**src/sv/assert_macros.svh**
```systemverilog
// Assertion macros used by the top-level RTL file of the superoperator block.
`ifndef ASSERT_MACROS_SVH
`define ASSERT_MACROS_SVH

// Checks that a condition implies another in the same cycle.
`define OSA_ASSERT_IMPL(lbl, ante, cons) \
   lbl: assert property (@(posedge clock) disable iff (reset) (ante) |-> (cons)) \
      else $error("%m: check failed");

// Checks that a condition is followed by another after the delay given by dly.
`define OSA_ASSERT_DELAY(lbl, ante, cons, dly) \
   lbl: assert property (@(posedge clock) disable iff (reset) (ante) |-> ## dly (cons)) \
      else $error("%m: delayed check failed");

`endif

```
**src/sv/osa_pkg.sv**
```systemverilog
// Types, constants and register codes of the one-qubit superoperator block.
package osa_pkg;

   localparam int SampleW   = 16;
   localparam int CoefW     = 16;
   localparam int ProdW     = SampleW + CoefW;
   localparam int AccW      = ProdW + 3;
   localparam int FracShift = 14;
   localparam int QuotW     = AccW - FracShift;
   localparam int Rows      = 4;
   localparam int GroupW    = 18;
   localparam int IdxW      = 20;
   localparam int CntW      = 4;
   localparam int PosW      = 5;
   localparam int CsrW      = 64;
   localparam int CsrIdxW   = 3;

   localparam int MaxQubitsDefault = 10;

   localparam logic signed [AccW-1:0] RoundBias = AccW'(1 << (FracShift - 1));

   localparam logic [CsrW-1:0] Row0Reset = 64'h0000_0000_0000_4000;
   localparam logic [CsrW-1:0] Row1Reset = 64'h0000_0000_4000_0000;
   localparam logic [CsrW-1:0] Row2Reset = 64'h0000_4000_0000_0000;
   localparam logic [CsrW-1:0] Row3Reset = 64'h4000_0000_0000_0000;
   localparam logic [CntW-1:0] TargetReset = 4'd0;
   localparam logic [CntW-1:0] CountReset  = 4'd10;

   typedef logic signed [SampleW-1:0] sample_type;
   typedef logic signed [CoefW-1:0]   coef_type;
   typedef logic [IdxW-1:0]           index_type;

   typedef enum logic [CsrIdxW-1:0] {
      CSR_ROW0   = 3'd0,
      CSR_ROW1   = 3'd1,
      CSR_ROW2   = 3'd2,
      CSR_ROW3   = 3'd3,
      CSR_TARGET = 3'd4,
      CSR_COUNT  = 3'd5
   } csr_reg_type;

   // Raw qubit settings handed to the address generator.
   typedef struct packed {
      logic [CntW-1:0] target;
      logic [CntW-1:0] count;
   } addr_cfg_type;

endpackage

```
**src/sv/osa_lane.sv**
```systemverilog
// One coefficient row times four samples: multiply, sum, round and saturate.
module osa_lane (
   input  logic                 clock,
   input  osa_pkg::coef_type    coef [osa_pkg::Rows],
   input  osa_pkg::sample_type  sample [osa_pkg::Rows],
   output osa_pkg::sample_type  result
);

   logic signed [osa_pkg::ProdW-1:0]  prod_ff [osa_pkg::Rows];
   logic signed [osa_pkg::AccW-1:0]   acc_ff;
   logic signed [osa_pkg::AccW-1:0]   acc_in;
   logic signed [osa_pkg::QuotW-1:0]  quot;
   osa_pkg::sample_type               result_ff;
   osa_pkg::sample_type               result_in;

   always_ff @(posedge clock) begin
      for (int j = 0; j < osa_pkg::Rows; j++) begin
         prod_ff[j] <= coef[j] * sample[j];
      end
   end

   always_comb begin
      acc_in = osa_pkg::RoundBias;
      for (int j = 0; j < osa_pkg::Rows; j++) begin
         acc_in = acc_in + osa_pkg::AccW'(prod_ff[j]);
      end
   end

   always_ff @(posedge clock) begin
      acc_ff <= acc_in;
   end

   // The arithmetic shift floors, so together with the bias this rounds half up.
   assign quot = $signed(acc_ff[osa_pkg::AccW-1:osa_pkg::FracShift]);

   always_comb begin
      if (quot[osa_pkg::QuotW-1:osa_pkg::SampleW-1] == '0 ||
          quot[osa_pkg::QuotW-1:osa_pkg::SampleW-1] == '1) begin
         result_in = quot[osa_pkg::SampleW-1:0];
      end else if (quot[osa_pkg::QuotW-1]) begin
         result_in = {1'b1, {(osa_pkg::SampleW-1){1'b0}}};
      end else begin
         result_in = {1'b0, {(osa_pkg::SampleW-1){1'b1}}};
      end
   end

   always_ff @(posedge clock) begin
      result_ff <= result_in;
   end

   assign result = result_ff;

endmodule

```
**config.mk**
```make
export PLATFORM = sky130hd
export DESIGN_NAME = osa_lane
export DESIGN_NICKNAME = d
export VERILOG_FILES = /design/src/sv/assert_macros.svh /design/src/sv/osa_pkg.sv /design/src/sv/osa_lane.sv
export SDC_FILE = /design/constraint.sdc
export NUM_CORES = 2
export LEC_CHECK = 0
export ABC_AREA = 1
export BUFFER_PORTS_ARGS = -buffer_cell sky130_fd_sc_hd__buf_2
export CORE_AREA = 8 8 359 361
export DETAILED_ROUTE_END_ITERATION = 8
export DIE_AREA = 0 0 367 369
export PLACE_DENSITY = 0.61
export RECOVER_POWER = 25
export SKIP_CTS_REPAIR_TIMING = 1
export SLEW_MARGIN = 20
export SYNTH_ARGS = -nofsm -noshare
export SYNTH_HDL_FRONTEND = slang
export SYNTH_SLANG_ARGS = --single-unit
```
**constraint.sdc**
```tcl
create_clock -name clock -period 7.5 [get_ports clock]
set_clock_uncertainty 0.15 [all_clocks]
set_input_delay 1.5 -clock clock [delete_from_list [all_inputs] [get_ports clock]]
set_output_delay 1.5 -clock clock [all_outputs]
set_load 0.005 [all_outputs]
```
# Word level (Yosys, flattened, before mapping)

Memory sizes are Yosys's and may differ from the RTL's.
Index checks and enable logic that the tools add are counted.

Register bits after elaboration: 51
Bits in latches: 0
Word-level logic and storage cells: 16
Output and inout bits: 16
ROM bits: 0
Input bits: 129
Memories kept: 1
Bits in writable memories: 128

Add/subtract/negate cells: 4
Eq/ne operators: 1
Bitwise logic cells: 0
Order comparisons: 0
Reduce and logical (&&, ||, !) cells: 2
Multipliers: 4
Div/mod/pow operators: 0
Shifts and indexed selects: 0
Muxes and demuxes: 2

Memory list:

| name    | words | bits a word | rd ports | clocked after memory_dff | write ports | line          | source |
|---|---|---|---|---|---|---|---|
| prod_ff | 4     | 32          | 4        | 0                        | 4           | osa_lane.sv:9 | `logic signed [osa_pkg::ProdW-1:0] prod_ff [osa_pkg::Rows];` |

Operators by type and width:

| cell                                                             | count |
|---|---|
| 16-bit by 16-bit multiplier with 32-bit output                   | 4 |
| 34-bit by 32-bit adder with 35-bit output                        | 1 |
| 35-bit by 32-bit adder with 35-bit output                        | 1 |
| 33-bit by 32-bit adder with 34-bit output                        | 1 |
| 15-bit by 32-bit adder with 33-bit output (first input constant) | 1 |
| 16-bit 2-to-1 mux                                                | 2 |
| 6-bit equality test (second input constant)                      | 1 |
| 6-bit logical NOT                                                | 1 |
| 1-bit logical OR                                                 | 1 |

# Logic depth before layout (Yosys ltp)

Depth after elaboration: 4
Gate-level depth with buffers: 26

# Worst setup path before layout

No wires, ideal clock.

Path type: input -> register
Start point: input port sample[37] (netlist name)
End point: memory prod_ff[1][26] (netlist name)
Stages on the path: 18
Arrival: 6554 ps
Slack: 674 ps
Path buffers: 2
Cells stage by stage: clkbuf_1 -> clkbuf_1 -> nand2_1 -> fa_1 -> inv_1 -> fa_1 -> fa_1 -> fa_1 -> fa_1 -> inv_1 -> fa_1 -> inv_1 -> ha_1 -> a21o_1 -> a21oi_1 -> a21boi_0 -> o211ai_2 -> xor2_1

RTL lines:

| what            | line          | source |
|---|---|---|
| start, declared | osa_lane.sv:5 | `input osa_pkg::sample_type sample [osa_pkg::Rows],` |
| end, declared   | osa_lane.sv:9 |  |

==> impl_metrics.csv <==
group,metric,value,unit
detailed_routing,vias,36500,
critical_path,worstSetupPathType,"in2reg",
yosys,syn_avg_cell_area,8.06,sq um
yosys,synth_async_sr_flop_share,0,%
yosys,syn_area,49000,sq um
critical_path,end_kind,"register",
yosys,ys_types,51,
yosys,synth_top_area_share,45.5,%
detailed_routing,drt.antenna.violating_nets,0,
yosys,syn_inst,6070,
die,start_util,39.8,%
critical_path,crit_required,7680,ps
yosys,synth_common_cells,"inv_1, nand2_1, fa_1, ha_1, clkbuf_1",
cells_and_area,nNetsFinal,7673,
timing,fmax,142,MHz
global_route,antenna_found_initial,9,
yosys,yosys.area.top_type,"fa_1",
cts,htreeDepth,4,
critical_path,cpMostUsedCell,"fa_1",
cts,cts_tree,"done",
timing,finalSetupViolCount,0,
critical_path,crit_slowest_cell,"fa_1",
critical_path,setup.worst_path.start,"sample[49]",
timing,worst_pin_slew,1460,ps
detailed_routing,viasPerCell,4.75,
global_route,grt_max_degree,21,
yosys,synth.area.top_cells,"fa_1, inv_1, nand2_1, ha_1, dfxtp_1",
detailed_routing,drt_wl_total,125,mm
cts,clkLatencyLatePin,450,ps
critical_path,cp_max_fo,16,
critical_path,critPathLaunchType,"input pin",
timing,post-route-period-util,93.9,%
critical_path,critPathTopFamily,"adder cells",
critical_path,crit_chain,"buf_2 > nand2_1 > inv_1 > fa_1 > fa_1 > fa_1 > fa_1 > fa_1 > inv_1 > fa_1 > inv_1 > ha_1 > nand2_1 > o21ai_0 > a21oi_1 > nand3_1 > xor2_1",
timing,grt_setup_unrepaired,"no",
yosys,synth.most_common_cell,"inv_1",
cts,clock-root-buffer,"clkbuf_16",
yosys,synthFlopType,"dfxtp_1",
yosys,synth_nets,7702,
global_route,grt.overflow.total,0,
global_route,grt_pass1_vias,39700,
cts,clock-sinks,165,
cells_and_area,drive_above_1_share,4.71,%
place,globalplace.congestion,0.889,
yosys,synth_edf_count,0,
place,portBuffers,144,
detailed_routing,wl_per_cell,16.3,um
flow_run,cap_violations,0,
die,io_pins,145,
detailed_routing,dr.pass1.iters,6,
critical_path,cpPeakStageDelay,860,ps
timing,min_period,7050,ps
die,coreArea,123000,sq um
yosys,synth_xor_area_share,2.43,%
yosys,yosys.area_share.simple,15.3,%
timing,maxSlewViolCount,0,
critical_path,r2r-start,"prod_ff[1][23]",
yosys,synth_fa_ha_area_share,55.5,%
hold_path,worstHoldStart,"acc_ff[34]",
critical_path,worstPathArrival,7230,ps
run_status,status,"complete, no violations",
global_route,grt_usage,18.9,%
hold_path,hp-class,"reg2reg",
cts,clk_path_buf_depth,2,
yosys,ys_ff_latch,165,
yosys,ys_seq_area_share,6.75,%
die,row_count,129,
die,die_area,135000,sq um
cts,cts_made_buffers,17,
timing,setup_tns,0,ps
timing,slew_headroom,1.85,%
critical_path,cp_num_buf_inv,4,
yosys,synth_compound_area_share,4.27,%
cts,cts.clk_slew.worst_paths,70,ps
die,fp.dieW,367,um
yosys,synth_top_family_by_area,"adder cells",
global_route,grt_pass1_wl,209,mm
place,dpl.hpwl,111,mm
detailed_routing,first_iter_violations,1966,
cells_and_area,area_growth,5.72,%
yosys,ys_warn_count,0,
timing,finalHoldViolCount,0,
die,fp.dieH,369,um
yosys,synthMuxAreaShare,0,%
detailed_routing,post-route-drc-count,0,
## cell usage in the layout, fill, tap and decap left out, types with 4 or more instances in the layout
| cell type | count |
|---|---|
| a21oi_1 | 152 |
| o21bai_1 | 31 |
| dfxtp_1 | 165 |
| xor2_1 | 98 |
| buf_2 | 125 |
| clkbuf_16 | 17 |
| nand2_2 | 16 |
| buf_4 | 40 |
| diode_2 | 4 |
| nor2_2 | 13 |
| or2_2 | 18 |
| nor3_2 | 5 |
| nand4_1 | 37 |
| nand2_1 | 1406 |
| ha_1 | 391 |
| nor4_1 | 4 |
| o21ai_1 | 11 |
| o21ai_2 | 5 |
| a21boi_0 | 14 |
| and3_1 | 5 |
| clkbuf_1 | 23 |
| nor3_1 | 24 |
| clkinv_8 | 5 |
| inv_1 | 1814 |
| a21oi_2 | 10 |
| nand3_1 | 108 |
| fa_1 | 1112 |
| inv_2 | 5 |
| a21o_1 | 29 |
| a31oi_1 | 9 |
| nor2_1 | 208 |
| o21ai_0 | 71 |
| xnor2_1 | 38 |
## flip-flops by register name, indices dropped and copies added (netlist names)
signal and cells:
prod_ff 128, acc_ff 21, result 16
## logic make-up after synthesis
family,Yosys count
AOI/OAI and AO/OA,351
xor gates and xnor gates,136
adders and majority gates,1503
buffers and inverters,2055
DFF,165
and+or+nand+nor,1860
## worst paths after layout
check	end	slack, ps	cells past startpoint
hold reg to reg	result[15]	250	0
setup reg to reg	acc_ff[34]	3890	12
setup / recovery	prod_ff[0][27]	450	17
hold / removal	result[15]	250	0
## final cells by class
type                       instances  area (sq um)
timing repair buffer             188          1010
multi-input combinational       3850         37900
sequential                       165          3300
clock buffer                      17           425
tap                             1637          2050
clock inverter                    15           198
antenna                            4          10.0
inverter                        1819          6830
fill                           12500         71200
## stage by stage
step                      cell area (sq um)  hold WS (ps)  util [%]  std cells  setup slack (ps)
after global placement                51200           240      41.6       7659              54.0
final                                 51800           253      42.1       7695               455
after floorplan                       49000           253         -       6070               674
after detailed placement              51200           240      41.6       7659              51.4
after CTS                             51800           250      42.1       7691               512
after global routing                  51700           258      42.1       7694               198
## layer usage
layer | wire (um) | track usage, % | part of all wire (%) | vias up
li1 | - | - | - | 17200
met1 | 56000 | 25.7 | 45 | 18300
met2 | 60900 | 32.6 | 49 | 889
met3 | 6280 | 2.40 | 5.0 | 167
met4 | 2270 | 3.45 | 1.8 | 10
met5 | 72 | 0 | 0.057 | -
Power is left out: the tool's default activity adds up to more than one toggle a clock period on the data nets, which glitch-free logic cannot reach.
