**src/sv/assert_macros.svh**
```systemverilog
// Assertion macros used by the top-level RTL file of the superoperator block.
`ifndef ASSERT_MACROS_SVH
`define ASSERT_MACROS_SVH

// Checks that a condition implies another in the same cycle.
`define OSA_ASSERT_IMPL(lbl, ante, cons) \
   lbl: assert property (@(posedge clock) disable iff (reset) (ante) |-> (cons)) \
      else $error("%m: check failed");

// Checks that a condition is followed by another after the delay given by dly.
`define OSA_ASSERT_DELAY(lbl, ante, cons, dly) \
   lbl: assert property (@(posedge clock) disable iff (reset) (ante) |-> ## dly (cons)) \
      else $error("%m: delayed check failed");

`endif

```
**src/sv/osa_pkg.sv**
```systemverilog
// Types, constants and register codes of the one-qubit superoperator block.
package osa_pkg;

   localparam int SampleW   = 16;
   localparam int CoefW     = 16;
   localparam int ProdW     = SampleW + CoefW;
   localparam int AccW      = ProdW + 3;
   localparam int FracShift = 14;
   localparam int QuotW     = AccW - FracShift;
   localparam int Rows      = 4;
   localparam int GroupW    = 18;
   localparam int IdxW      = 20;
   localparam int CntW      = 4;
   localparam int PosW      = 5;
   localparam int CsrW      = 64;
   localparam int CsrIdxW   = 3;

   localparam int MaxQubitsDefault = 10;

   localparam logic signed [AccW-1:0] RoundBias = AccW'(1 << (FracShift - 1));

   localparam logic [CsrW-1:0] Row0Reset = 64'h0000_0000_0000_4000;
   localparam logic [CsrW-1:0] Row1Reset = 64'h0000_0000_4000_0000;
   localparam logic [CsrW-1:0] Row2Reset = 64'h0000_4000_0000_0000;
   localparam logic [CsrW-1:0] Row3Reset = 64'h4000_0000_0000_0000;
   localparam logic [CntW-1:0] TargetReset = 4'd0;
   localparam logic [CntW-1:0] CountReset  = 4'd10;

   typedef logic signed [SampleW-1:0] sample_type;
   typedef logic signed [CoefW-1:0]   coef_type;
   typedef logic [IdxW-1:0]           index_type;

   typedef enum logic [CsrIdxW-1:0] {
      CSR_ROW0   = 3'd0,
      CSR_ROW1   = 3'd1,
      CSR_ROW2   = 3'd2,
      CSR_ROW3   = 3'd3,
      CSR_TARGET = 3'd4,
      CSR_COUNT  = 3'd5
   } csr_reg_type;

   // Raw qubit settings handed to the address generator.
   typedef struct packed {
      logic [CntW-1:0] target;
      logic [CntW-1:0] count;
   } addr_cfg_type;

endpackage

```
**src/sv/osa_addr.sv**
```systemverilog
// Address generator: clamps the qubit settings and inserts the two target bits.
module osa_addr #(
   parameter int MAX_QUBITS = osa_pkg::MaxQubitsDefault
) (
   input  logic                         clock,
   input  osa_pkg::addr_cfg_type        cfg,
   input  logic [osa_pkg::GroupW-1:0]   group_index,
   output osa_pkg::index_type           index_a,
   output osa_pkg::index_type           index_b,
   output osa_pkg::index_type           index_c,
   output osa_pkg::index_type           index_d
);

   localparam int AddrW = 2 * MAX_QUBITS;

   function automatic logic [AddrW-1:0] insert_zero(input logic [AddrW-1:0] x,
                                                    input logic [osa_pkg::PosW-1:0] pos);
      logic [AddrW-1:0] low;
      low = x & ~({AddrW{1'b1}} << pos);
      return ((x >> pos) << (pos + osa_pkg::PosW'(1))) | low;
   endfunction

   logic [osa_pkg::CntW-1:0]  n_eff;
   logic [osa_pkg::CntW-1:0]  t_eff;
   logic [osa_pkg::PosW-1:0]  gbits;
   logic [AddrW-1:0]          g_masked;

   logic [AddrW-1:0]          x1_ff;
   logic [osa_pkg::PosW-1:0]  inner_pos_ff;
   logic [osa_pkg::PosW-1:0]  outer_pos_ff;
   logic [AddrW-1:0]          ia_ff;
   logic [AddrW-1:0]          inner_ff;
   logic [AddrW-1:0]          outer_ff;
   osa_pkg::index_type        index_a_ff;
   osa_pkg::index_type        index_b_ff;
   osa_pkg::index_type        index_c_ff;
   osa_pkg::index_type        index_d_ff;

   always_comb begin
      if (cfg.count == '0) begin
         n_eff = osa_pkg::CntW'(1);
      end else if (cfg.count > osa_pkg::CntW'(MAX_QUBITS)) begin
         n_eff = osa_pkg::CntW'(MAX_QUBITS);
      end else begin
         n_eff = cfg.count;
      end
      if (cfg.target >= n_eff) begin
         t_eff = n_eff - osa_pkg::CntW'(1);
      end else begin
         t_eff = cfg.target;
      end
      // The quartet number has 2n-2 meaningful bits; the rest wraps away.
      gbits    = (osa_pkg::PosW'(n_eff) << 1) - osa_pkg::PosW'(2);
      g_masked = AddrW'(group_index) & ~({AddrW{1'b1}} << gbits);
   end

   always_ff @(posedge clock) begin
      x1_ff        <= insert_zero(g_masked, osa_pkg::PosW'(t_eff));
      inner_pos_ff <= osa_pkg::PosW'(t_eff);
      outer_pos_ff <= osa_pkg::PosW'(t_eff) + osa_pkg::PosW'(n_eff);
   end

   always_ff @(posedge clock) begin
      ia_ff    <= insert_zero(x1_ff, outer_pos_ff);
      inner_ff <= AddrW'(1) << inner_pos_ff;
      outer_ff <= AddrW'(1) << outer_pos_ff;
   end

   always_ff @(posedge clock) begin
      index_a_ff <= osa_pkg::IdxW'(ia_ff);
      index_b_ff <= osa_pkg::IdxW'(ia_ff | inner_ff);
      index_c_ff <= osa_pkg::IdxW'(ia_ff | outer_ff);
      index_d_ff <= osa_pkg::IdxW'(ia_ff | inner_ff | outer_ff);
   end

   assign index_a = index_a_ff;
   assign index_b = index_b_ff;
   assign index_c = index_c_ff;
   assign index_d = index_d_ff;

endmodule

```
**config.mk**
```make
export PLATFORM = sky130hd
export DESIGN_NAME = osa_addr
export DESIGN_NICKNAME = d
export VERILOG_FILES = /design/src/sv/assert_macros.svh /design/src/sv/osa_pkg.sv /design/src/sv/osa_addr.sv
export SDC_FILE = /design/constraint.sdc
export NUM_CORES = 1
export LEC_CHECK = 0
export BUFFER_PORTS_ARGS = -buffer_cell sky130_fd_sc_hd__buf_2
export CAP_MARGIN = 20
export CORE_UTILIZATION = 40
export CTS_BUF_LIST = sky130_fd_sc_hd__clkbuf_4 sky130_fd_sc_hd__clkbuf_8
export CTS_CLUSTER_DIAMETER = 100
export DETAILED_ROUTE_END_ITERATION = 8
export SLEW_MARGIN = 20
export SYNTH_ARGS = -nofsm -noshare
export SYNTH_HDL_FRONTEND = slang
export SYNTH_SLANG_ARGS = --single-unit
export TNS_END_PERCENT = 30
```
**constraint.sdc**
```tcl
create_clock -name clock -period 9 [get_ports clock]
set_input_delay 2.7 -clock clock [delete_from_list [all_inputs] [get_ports clock]]
set_output_delay 2.7 -clock clock [all_outputs]
set_load 0.01 [all_outputs]
```
After elaboration in Yosys (flattened, before gate mapping)
Index checks and enable logic that the tools add are counted.

word-level totals
  bits in read-only memories = 0
  output and inout bits = 80
  bits in latches = 0
  memory bits (writable) = 0
  flip-flop bits (word level) = 169
  bits of input ports = 27
  logic and storage cells = 41
  memories kept = 0

operators by class
  $mul = 0
  divide/modulo/power cells = 0
  bitwise operators = 11
  shift operators = 9
  reductions and logical operators = 1
  eq/ne operators = 0
  order comparisons = 2
  add/sub/neg operators = 5
  mux-type cells = 3

operators by type and width
  cell                                                                 count
  20-bit OR                                                            5
  20-bit NOT                                                           3
  20-bit AND                                                           2
  20-bit by 5-bit left shift with 20-bit output                        2
  20-bit by 5-bit left shift with 20-bit output, first input constant  2
  18-bit by 20-bit AND with 20-bit output                              1
  1-bit by 4-bit left shift with 20-bit output, first input constant   1
  1-bit by 5-bit left shift with 20-bit output, first input constant   1
  20-bit by 4-bit left shift with 20-bit output, first input constant  1
  20-bit by 4-bit right shift with 20-bit output                       1
  20-bit by 5-bit right shift with 20-bit output                       1
  4-bit 2-to-1 mux                                                     3
  4-bit by 1-bit adder with 5-bit output, second input constant        1
  4-bit by 4-bit adder with 5-bit output                               1
  5-bit by 1-bit adder with 5-bit output, second input constant        1
  5-bit by 2-bit subtractor with 5-bit output, second input constant   1
  4-bit greater-or-equal comparator                                    1
  4-bit > comparator, second input constant                            1
  4-bit zero test                                                      1
  4-bit by 1-bit subtractor with 4-bit output, second input constant   1

Logic depth before layout (Yosys ltp)
Gate-level depths: netlist of the first run.

  word-level depth = 10
  mapped depth = 19

Least setup slack after synthesis of the first run
OpenSTA, ideal clock, no wires.

  path kind = in2reg
  start = input cfg[2] (netlist bit)
  end = register x1_ff[13]
  required time = 8.865 ns
  setup slack = 2.093 ns
  arrival = 6.771 ns
  buffers on the path = 5
  setup time = 0.135 ns
  stages = 15
  cells stage by stage = nor2_1 -> maj3_2 -> buf_2 -> ha_1 -> or3b_4 -> a21oi_4 -> mux2i_2 -> buf_2 -> buf_1 -> ha_1 -> buf_1 -> clkbuf_1 -> mux2_2 -> a211oi_1 -> o32ai_1

on the way
  longest elaborated chain between the ends = 10

RTL lines
  what                                            line            source
  start, declared                                 osa_addr.sv:6   input osa_pkg::addr_cfg_type cfg,
  4-bit > comparator                              osa_addr.sv:42  end else if (cfg.count > osa_pkg::CntW'(MAX_QUBITS)) begin
  4-bit 2-to-1 mux                                osa_addr.sv:42
  4-bit 2-to-1 mux (*)                            osa_addr.sv:40  if (cfg.count == '0) begin
  5-bit by 2-bit subtractor with 5-bit output     osa_addr.sv:53  gbits = (osa_pkg::PosW'(n_eff) << 1) - osa_pkg::PosW'(2);
  20-bit by 5-bit left shift with 20-bit output   osa_addr.sv:54  g_masked = AddrW'(group_index) & ~({AddrW{1'b1}} << gbits);
  20-bit NOT                                      osa_addr.sv:54
  18-bit by 20-bit AND with 20-bit output         osa_addr.sv:54
  20-bit by 4-bit right shift with 20-bit output  osa_addr.sv:20  return ((x >> pos) << (pos + osa_pkg::PosW'(1))) | low;
  20-bit by 5-bit left shift with 20-bit output   osa_addr.sv:20
  20-bit OR (*)                                   osa_addr.sv:20
  end signal, assigned                            osa_addr.sv:58  x1_ff <= insert_zero(g_masked, osa_pkg::PosW'(t_eff));
  end, declared                                   osa_addr.sv:28  logic [AddrW-1:0] x1_ff;

Every way passes the cells marked *; elsewhere a longest branch is shown, timed or not.

Worst setup path after layout of the first run
  start = input cfg[2] (netlist bit)
  end = register x1_ff[14]

Same word-level chain as after synthesis.

==> results list, run 1 <==
* Switch Pwr: 1.41 mW
* Simple-gate share of the synthesized area: 18.0%
- The number of antenna violations at the first check in global routing was 0.
* Main combinational cell family by area after synthesis: compound AO/OA/AOI/OAI gates
- The number of clock buffers added by TritonCTS is 17.
* Register clock-pin slew on the reported worst setup and hold paths: 0.09 ns
* Count of buffer and inverter cells on the critical path: 2
- Family of cells with the greatest summed delay on the critical path: simple AND/OR/NAND/NOR gates
* Final hold violation count: 0
* Post-route antenna net violation count: 0
- Netlist Area Pre-Place: 8550 um^2
- Most used DFF post-synth: sky130_fd_sc_hd__dfxtp_1
* Cell type contributing the most total cell area after synthesis: sky130_fd_sc_hd__dfxtp_1
- Adding up every negative setup slack in the final design gives 0 ns.
* DR pass1 iterations: 7
- Summing the areas of all xor and xnor instances in the mapped netlist gives 0.512% of the synthesized area.
- Net count reported at finish: 1,078
* Warning count from the yosys run: 0
- Cells fill 45.7% of the core in the end.
* Class of the tightest hold or removal check: flip-flop to flip-flop
- Slowest stage cell, crit path: sky130_fd_sc_hd__a21oi_4
- The H-tree was split into 4 levels.
- Summing all multi-input logic gate instances after layout gives 5000 um^2.
- CP arrival: 7.63 ns
* Cell chain of the critical path: buf_2 -> nor2_1 -> maj3_2 -> ha_1 -> or3b_4 -> a21oi_4 -> o21ai_4 -> inv_2 -> mux2i_1 -> o22ai_1 -> or4_1 -> or2_1 -> mux2i_2 -> mux2_2 -> a221o_1
- Proportion of netlist area held by the largest area contributor: 36.8%
* Clock Power Share: 14.9%
- Counting I/O delays and the setup requirement, the final critical path takes 7.22 ns.
- The number of antenna diodes in the final layout is 0.
- STA classifies the critical path endpoint as a flip-flop.
* Core box area: 21,000 um^2
- The worst setup path is launched from an input pin.
* Setup repair after global routing missed its margin: false
- CTS root buf: sky130_fd_sc_hd__clkbuf_8
- Static Leakage: 4.16 nW
* Synthesized instance count: 951
- Setup Crit Path Kind: input pin to flip-flop
- Routed wirelength normalized by instance count: 20.0 um
- Each instance of the synthesized netlist takes up on average 8.99 um^2.
- For this configuration, the core starts out at a cell density of 40.8%.
- Fraction of final layout cells with drive strength greater than 1: 23.8%
* Global-route usage over all layers: 24.0%
- Global-route wire length before repair: 40.4 mm
* VDD IR max: 0.0990 mV
- Most instantiated library cell after synthesis: sky130_fd_sc_hd__dfxtp_1
* Clock Skew: 0.0177 ns
* Number of distinct library cells after synthesis: 78
- The initialized floorplan defines 53 standard-cell rows.
- Setup violations remaining at the end of the flow were counted as 0.
- For this run the aggregate overflow at the end of global routing stands at 0.
- Horiz. Die Dim: 148 um
- The filler cells instantiated in the layout total 2,105.
* CTS Hold Bufs: 0
- Net switching is 43.5% of the power.
- Non-Filler Cell Area, Final: 9590 um^2
- Final weighted congestion in routability-driven placement: 0.967
- HPWL after DPL: 20.1 mm
- After synthesis, the share of flip-flops with an asynchronous set or reset is 0%.
- Sorting the synthesized cells by area gives the leading types as sky130_fd_sc_hd__dfxtp_1 37%, sky130_fd_sc_hd__mux2i_1 6.4%, sky130_fd_sc_hd__mux4_2 4.0%.
- Fin worst setup slack: 1.78 ns
- Slew Limit Fails: 0
* Share of the synthesized area in compound gates (AO/OA/AOI/OAI): 22.5%
- For the worst-skew pair, the clock arrives at the later sink with an insertion delay of 0.46 ns.
- The flow ran to the end, and the final reports show no timing, DRC or antenna violations.
- Derived from the worst setup path, the maximum achievable clock frequency is 138 MHz.
- Ratio of final minimum period to clock period: 80.2%
- Number of global-route vias before repair: 7,300
- The internal power of the cells totals 1.83 mW.
* Worst reg-to-reg setup slack: 5.63 ns
- Total of flip-flops plus latches after synthesis: 157
* DP Worst Slack: 1.41 ns
- DR vias: 7,730
- Sequential cell area fraction in the yosys report: 36.8%
- The floorplan step defined a die boundary enclosing 22,000 um^2.
* Number of resized instances in the post-cts repair step: 0
* Clk sinks: 157
- Entering global routing, the biggest net connects 42 pins.
- Max-cap violations in this run came to 0.
- Sequential share of power: 33.8%
- The synthesized netlist devotes 3.73% of its cell area to adder and majority cells.
- After clock tree synthesis, the setup repair step added 0 buffers.
* Area grow syn2layout: 12.2%
- In this run the worst path has a maximum fanout of 31.
- Delay of the slowest cell on the worst path: 0.53 ns
- For the worst setup path, the data required time is 9.41 ns.
* Number of placed I/O pins: 107
- Placement Cell Area: 9220 um^2
- Starting DRT DRC Count: 802
- Storage element area: 3140 um^2
- Commonest cells post-synth: 157 x sky130_fd_sc_hd__dfxtp_1, 72 x sky130_fd_sc_hd__nor2_1, 70 x sky130_fd_sc_hd__nand2_1
- At the pin with the least slew margin, the transition time is 0.957 ns.
* Drc violations: 0
- Maximum clock insertion buffer count: 2
- Synthesis produced a netlist with a net count of 1,002.
- Worst slew slack as a fraction of its limit: 35.5%
- Number of flops mapped to enable cells by yosys: 0
- The die is 148 um tall.
- Buffers placed on the I/O ports in this run total 106.
* Detailed-route vias per instance: 5.88
- Wires add up to 26.3 mm.
- Ratio of total power to cell area: 338 nW/um^2
- In this run, the combinational gates consume 51.3% of the power.
- CTS tree: built
- In the synthesized netlist, mux cells make up 13.9% of the area.
[through the flow]
| step | power (mW) | std cells | hold slack (ns) |
|---|---|---|---|
| after global routing | 3.44 | 1315 | 0.357 |
| after floorplan | 2.24 | 951 | 0.323 |
| after detailed placement | 2.74 | 1283 | 0.332 |
| after CTS | 3.23 | 1315 | 0.346 |
| final | 3.24 | 1315 | 0.346 |
| after global placement | 2.75 | 1283 | 0.327 |
[kinds of logic after synthesis]
family	after synthesis
DFF	157
adders and majority gates	25
muxes	94
xor gates and xnor gates	5
and+or+nand+nor	306
AOI/OAI and AO/OA	276
buffers and inverters	88
[power by group through the flow]
| stage | Combinational (mW) | Clock, mW | Sequential (mW) |
|---|---|---|---|
| after floorplan | 1.10 | 0 | 1.14 |
| after global placement | 1.65 | 0 | 1.10 |
| after detailed placement | 1.63 | 0 | 1.11 |
| after CTS | 1.64 | 0.496 | 1.09 |
| after global routing | 1.79 | 0.526 | 1.12 |
| final | 1.66 | 0.482 | 1.09 |
[area by class of cell]
type                    count  area share (%)
inverters                  26            1.02
well taps                 275            3.59
clock buffers              18            2.52
clock inverters            14            1.34
multi-input cells         706            52.2
flip-flops and latches    157            32.8
repair buffers            119            6.55
[layer usage]
metal	vias up	GRT usage, %	share of wire, %
met1	3638	30.6	43
met4	0	12.2	4.0
li1	3664	-	-
met3	65	3.93	6.4
met2	363	39.2	46
met5	-	0	0
[final timing paths]
check	start	endpoint	depth (start not counted)
hold / removal	ia_ff[18]$_DFF_P_	index_a[18]$_DFF_P_	0
hold reg to reg	ia_ff[18]$_DFF_P_	index_a[18]$_DFF_P_	0
setup reg to reg	outer_pos_ff[0]$_DFF_P_	ia_ff[13]$_DFF_P_	8
setup / recovery	cfg[2]	x1_ff[14]$_DFF_P_	15
[sequential cells by signal, indices dropped and copies added, names as in the netlist]
name,count
ia_ff,20
index_a,20
index_b,16
index_c,20
index_d,16
inner_ff,16
inner_pos_ff,4
outer_ff,20
outer_pos_ff,5
x1_ff,20
[cells in the final DEF, fill, tap and decap left out, drive strengths merged, types with 4 or more instances in the layout]
master,n
dfxtp,157
buf,119
nor2,72
nand2,70
o21ai,70
mux2i,59
or2,42
a21oi,41
inv,30
o211ai,25
ha,23
nand3,21
a211oi,20
or3,20
mux2,20
nor3,20
clkbuf,18
nand2b,16
mux4,15
and3,14
a31oi,14
a211o,12
o22ai,12
a21o,11
nor2b,7
a221o,7
a22oi,7
and2,7
o21a,6
nor4,6
o31ai,6
o221ai,5
clkinvlp,5
clkinv,5
o211a,4
o2111ai,4
a21boi,4
nand4,4
xnor2,4
Power figures use the tool's default switching activity.
==> run 2: changes to the inputs <==
--- a/config.mk
+++ b/config.mk
@@ -5,6 +5,7 @@
 export SDC_FILE = /design/constraint.sdc
 export NUM_CORES = 1
 export LEC_CHECK = 0
+export ABC_AREA = 1
 export BUFFER_PORTS_ARGS = -buffer_cell sky130_fd_sc_hd__buf_2
 export CAP_MARGIN = 20
 export CORE_UTILIZATION = 40
==> constraint.sdc (replaced) <==
create_clock -name clock -period 6.55 [get_ports clock]
set_input_delay 1.965 -clock clock [delete_from_list [all_inputs] [get_ports clock]]
set_output_delay 1.965 -clock clock [all_outputs]
set_load 0.01 [all_outputs]
==> run 2 against run 1 <==
Critical path depth rose by 1. Via count rose by 12%. Sequential share of layout area fell by 0.19 points. Hold slack improved by 0.0034 ns. Sequential power rose by 40%. First-iteration DRC count fell by 6.4%. Critical path type unchanged. Global-route usage fell by 0.11 points. Synthesized cell count rose by 35%.
==> results list, run 2 <==
- Register clock-pin slew on the reported worst setup and hold paths: 0.09 ns (about the same)
- Worst slew slack as a fraction of its limit: 50.8% (was 35.5%)
- Commonest cells post-synth: 329 x sky130_fd_sc_hd__nand2_1, 280 x sky130_fd_sc_hd__nand3_1, 157 x sky130_fd_sc_hd__dfxtp_1 (was 157 x sky130_fd_sc_hd__dfxtp_1, 72 x sky130_fd_sc_hd__nor2_1, 70 x sky130_fd_sc_hd__nand2_1)
- The HPWL reported at the end of detailed placement is 20.5 mm (was 20.1 mm).
- The number of cells upsized or downsized after cts is 0 (unchanged).
- Slew Limit Fails: 0 (unchanged)
- Proportion of netlist area held by the largest area contributor: 36.2% (was 36.8%)
* Fin worst setup slack: 1.47 ns (was 1.78 ns)
* Shortest clock period the worst path allows after layout: 5.08 ns
- The average vias per placed instance came to 5.29 (was 5.88).
- The mean area per synthesized cell is 6.75 um^2 (was 8.99 um^2).
- Starting DRT DRC Count: 751 (was 802)
- The area of the die is 22,300 um^2 (was 22,000 um^2).
* R2R depth: 7 (was 8)
- The post-detailed-route count of antenna-violating nets was 0 (unchanged).
- Top library cells by usage in the layout, fill and taps aside: 329 x sky130_fd_sc_hd__nand2_1, 280 x sky130_fd_sc_hd__nand3_1, 157 x sky130_fd_sc_hd__dfxtp_1 (was 157 x sky130_fd_sc_hd__dfxtp_1, 106 x sky130_fd_sc_hd__buf_2, 72 x sky130_fd_sc_hd__nor2_1)
* Post-CTS Setup Inserts: 0 (unchanged)
- Sequential share of power: 32.6% (was 33.8%)
- FP Rows: 53 (unchanged)
- Fmax: 197 MHz
- Number of placed I/O pins: 107 (unchanged)
- The most frequently used cell type in the post-synthesis netlist is sky130_fd_sc_hd__nand2_1 (was sky130_fd_sc_hd__dfxtp_1).
- Worst hold slack across all endpoints: 0.350 ns (was 0.346 ns)
- Warning count from the yosys run: 0 (unchanged)
* Worst reg-to-reg setup slack: 2.84 ns (was 5.63 ns)
- The final routed DRC violation total is 0 (unchanged).
- Routed wirelength normalized by instance count: 15.9 um (was 20.0 um)
- The data arrival time at the worst-slack endpoint came to 5.47 ns (was 7.63 ns).
- The total nets after synthesis is 1,337 (was 1,002).
- Netlist Area Pre-Place: 8680 um^2 (was 8550 um^2)
- Setup Crit Path Kind: input pin to flip-flop (unchanged)
- The final standard cell area without fillers came to 9640 um^2 (was 9590 um^2).
* CTS Hold Bufs: 0 (unchanged)
- Async SR Flop Fraction: 0% (unchanged)
- Number of antenna violations at the first check in global routing: 0 (unchanged)
- Static Leakage: 4.68 nW (was 4.16 nW)
* Worst Setup SP: cfg[2] (unchanged)
- Clock Power Share: 14.5% (was 14.9%)
* DR pass1 iterations: 5 (was 7)
* CTS tree: built (unchanged)
- Part of the total power dissipated in combinational logic: 53.0% (was 51.3%)
- The number of antenna cells inserted is 0 (unchanged).
* DR vias: 8,676 (was 7,730)
- The overall die height came to 149 um (was 148 um).
* Accumulated negative setup slack: 0 ns (unchanged)
* Global-route usage over all layers: 23.9% (was 24.0%)
- Largest net degree at the start of global routing: 48 (was 42)
- Final hold violation count: 0 (unchanged)
* Initial core utilization: 41.0% (was 40.8%)
- The setup clock skew after layout is 0.00891 ns (was 0.0177 ns).
- The kind of path behind the tightest hold check is flip-flop to flip-flop (unchanged).
* Most common library cell in the layout ignoring fill and taps: sky130_fd_sc_hd__nand2_1 (was sky130_fd_sc_hd__dfxtp_1)
- The cell type with the largest total area after synthesis is sky130_fd_sc_hd__dfxtp_1 (unchanged).
* Synthesized instance count: 1,286 (was 951)
- The distinct cell type count of the synthesized netlist is 52 (was 78).
- Horiz. Die Dim: 149 um (was 148 um)
- CTS root buf: sky130_fd_sc_hd__clkbuf_8 (unchanged)
* Utilization of the core after routing: 45.6% (was 45.7%)
- The total clock buffers created by CTS is 17 (unchanged).
* Ratio of total power to cell area: 488 nW/um^2 (was 338 nW/um^2)
* Routed wire length: 26.1 mm (was 26.3 mm)
- Input/output buffers: 106 (unchanged)
- The final setup violation count came to 0 (unchanged).
- The number of maximum-capacitance constraint violations was 0 (unchanged).
* DP Worst Slack: 1.06 ns (was 1.41 ns)
- The H-tree depth came to 4 (unchanged).
- The internal power came to 2.45 mW (was 1.83 mW).
- Global-route congestion overflow total: 0 (unchanged)
- Most used DFF post-synth: sky130_fd_sc_hd__dfxtp_1 (unchanged)
- Critical path startpoint category: input pin (unchanged)
* Number of flops mapped to enable cells by yosys: 0 (unchanged)
- Net count reported at finish: 1,405 (was 1,078)
* Top cells by area in the synthesized netlist: sky130_fd_sc_hd__dfxtp_1 36%, sky130_fd_sc_hd__nand3_1 16%, sky130_fd_sc_hd__nand2_1 14% (was sky130_fd_sc_hd__dfxtp_1 37%, sky130_fd_sc_hd__mux2i_1 6.4%, sky130_fd_sc_hd__mux4_2 4.0%)
- Sw Ratio: 47.9% (was 43.5%)
- The type of element capturing the critical path is a flip-flop (unchanged).
* Ratio of final minimum period to clock period: 77.5%
* Sequential cell area fraction in the yosys report: 36.2% (was 36.8%)
- Result of the run: finished clean (unchanged).
- The cell area after placement came to 9270 um^2 (was 9220 um^2).
* Actual slew at the worst max-slew pin: 0.736 ns (was 0.957 ns)
- The critical register-to-register path startpoint was outer_pos_ff[1]$_DFF_P_ (was outer_pos_ff[0]$_DFF_P_).
- The number of sinks driven by the clock tree is 157 (unchanged).
- The area growth from synthesis to final layout came to 11.1% (was 12.2%).
- The data required time of the worst path was 6.94 ns (was 9.41 ns).
* Maximum clock insertion buffer count: 2 (unchanged)
- Fraction of final layout cells with drive strength greater than 1: 15.2% (was 23.8%)
* Critical Path Sink: x1_ff[12]$_DFF_P_ (was x1_ff[14]$_DFF_P_)
- The via count of the first global-routing pass is 7,825 (was 7,300).
* Setup repair after global routing missed its margin: false (unchanged)
- The reg-to-reg critical path endpoint was ia_ff[19]$_DFF_P_ (was ia_ff[13]$_DFF_P_).
- Final weighted congestion in routability-driven placement: 0.942 (was 0.967)
* VDD IR max: 0.161 mV (was 0.0990 mV)
* Total of flip-flops plus latches after synthesis: 157 (unchanged)
- Largest driver fanout on the critical path: 44 (was 31)
- The switching power of the nets came to 2.25 mW (was 1.41 mW).
- The area of the core came to 21,200 um^2 (was 21,000 um^2).
* Global-route wire length before repair: 41.3 mm (was 40.4 mm)
- Worst skew pair latency: 0.44 ns (was 0.46 ns)
run 2: metrics by stage:
| step | std cells | power, mW |
|---|---|---|
| after floorplan | 1286 | 3.27 |
| after global placement | 1610 | 4.03 |
| after detailed placement | 1610 | 4.02 |
| after CTS | 1641 | 4.70 |
| after global routing | 1641 | 5.09 |
| final | 1641 | 4.70 |
run 2: layer usage:
metal	routed length, um	GRT usage [%]	vias up	share of wire, %
met1	11600	30.7	3916	45
met3	1370	3.61	60	5.2
met2	12200	39.7	332	47
li1	-	-	4368	-
met4	913	10.2	0	3.5
met5	0	0	-	0
run 2: worst max-delay path, cell delays in order:
cell	delay, ns
sky130_fd_sc_hd__buf_2	0.12
sky130_fd_sc_hd__a21oi_1	0.44
sky130_fd_sc_hd__ha_1	0.34
sky130_fd_sc_hd__nand2_1	0.07
sky130_fd_sc_hd__nand2_1	0.05
sky130_fd_sc_hd__nand2_2	0.14
sky130_fd_sc_hd__nand3_4	0.19
sky130_fd_sc_hd__nand2_4	0.15
sky130_fd_sc_hd__nand2_4	0.28
sky130_fd_sc_hd__ha_1	0.35
sky130_fd_sc_hd__ha_1	0.30
sky130_fd_sc_hd__inv_1	0.50
sky130_fd_sc_hd__nand3_1	0.24
sky130_fd_sc_hd__nand3_1	0.13
sky130_fd_sc_hd__nand3_1	0.09
sky130_fd_sc_hd__nand2_1	0.08
run 2: layout make-up:
cell class / instances / area (um^2)
Timing Repair Buffer: 115 / 598
Inverter: 131 / 492
Clock inverter: 13 / 129
Sequential cell: 157 / 3140
Fill cell: 2164 / 11500
Multi-Input combinational cell: 932 / 4690
Tap cell: 275 / 344
Clock buffer: 18 / 248
run 2: worst min path at each step:
stage / from / to / slack [ns] / cells after the start
after global routing: ia_ff[15]$_DFF_P_ / index_a[15]$_DFF_P_ / 0.34 / 0
after global placement: ia_ff[17]$_DFF_P_ / index_a[17]$_DFF_P_ / 0.33 / 0
final: ia_ff[14]$_DFF_P_ / index_a[14]$_DFF_P_ / 0.35 / 0
after detailed placement: ia_ff[19]$_DFF_P_ / index_a[19]$_DFF_P_ / 0.33 / 0
after CTS: ia_ff[15]$_DFF_P_ / index_a[15]$_DFF_P_ / 0.35 / 0
after floorplan: ia_ff[16]$_DFF_P_ / index_a[16]$_DFF_P_ / 0.32 / 0
run 2: cells by family (layout without fill, tap and decap cells):
| group | count (synthesis) | in the layout | synth area share (%) |
|---|---|---|---|
| and+or+nand+nor | 757 | 757 | 39.8 |
| buffers and inverters | 197 | 277 | 9.79 |
| adders and majority gates | 24 | 24 | 3.55 |
| AOI/OAI and AO/OA | 141 | 141 | 9.57 |
| muxes | 5 | 5 | 0.576 |
| xor gates and xnor gates | 5 | 5 | 0.504 |
| DFF | 157 | 157 | 36.2 |
run 2: power by group through the flow:
stage | clock network [mW] | registers [mW] | logic, mW
detailed placement | 0 | 1.56 | 2.46
floorplan | 0 | 1.59 | 1.68
global route | 0.738 | 1.57 | 2.78
global placement | 0 | 1.55 | 2.47
finish | 0.680 | 1.53 | 2.49
CTS | 0.696 | 1.53 | 2.47
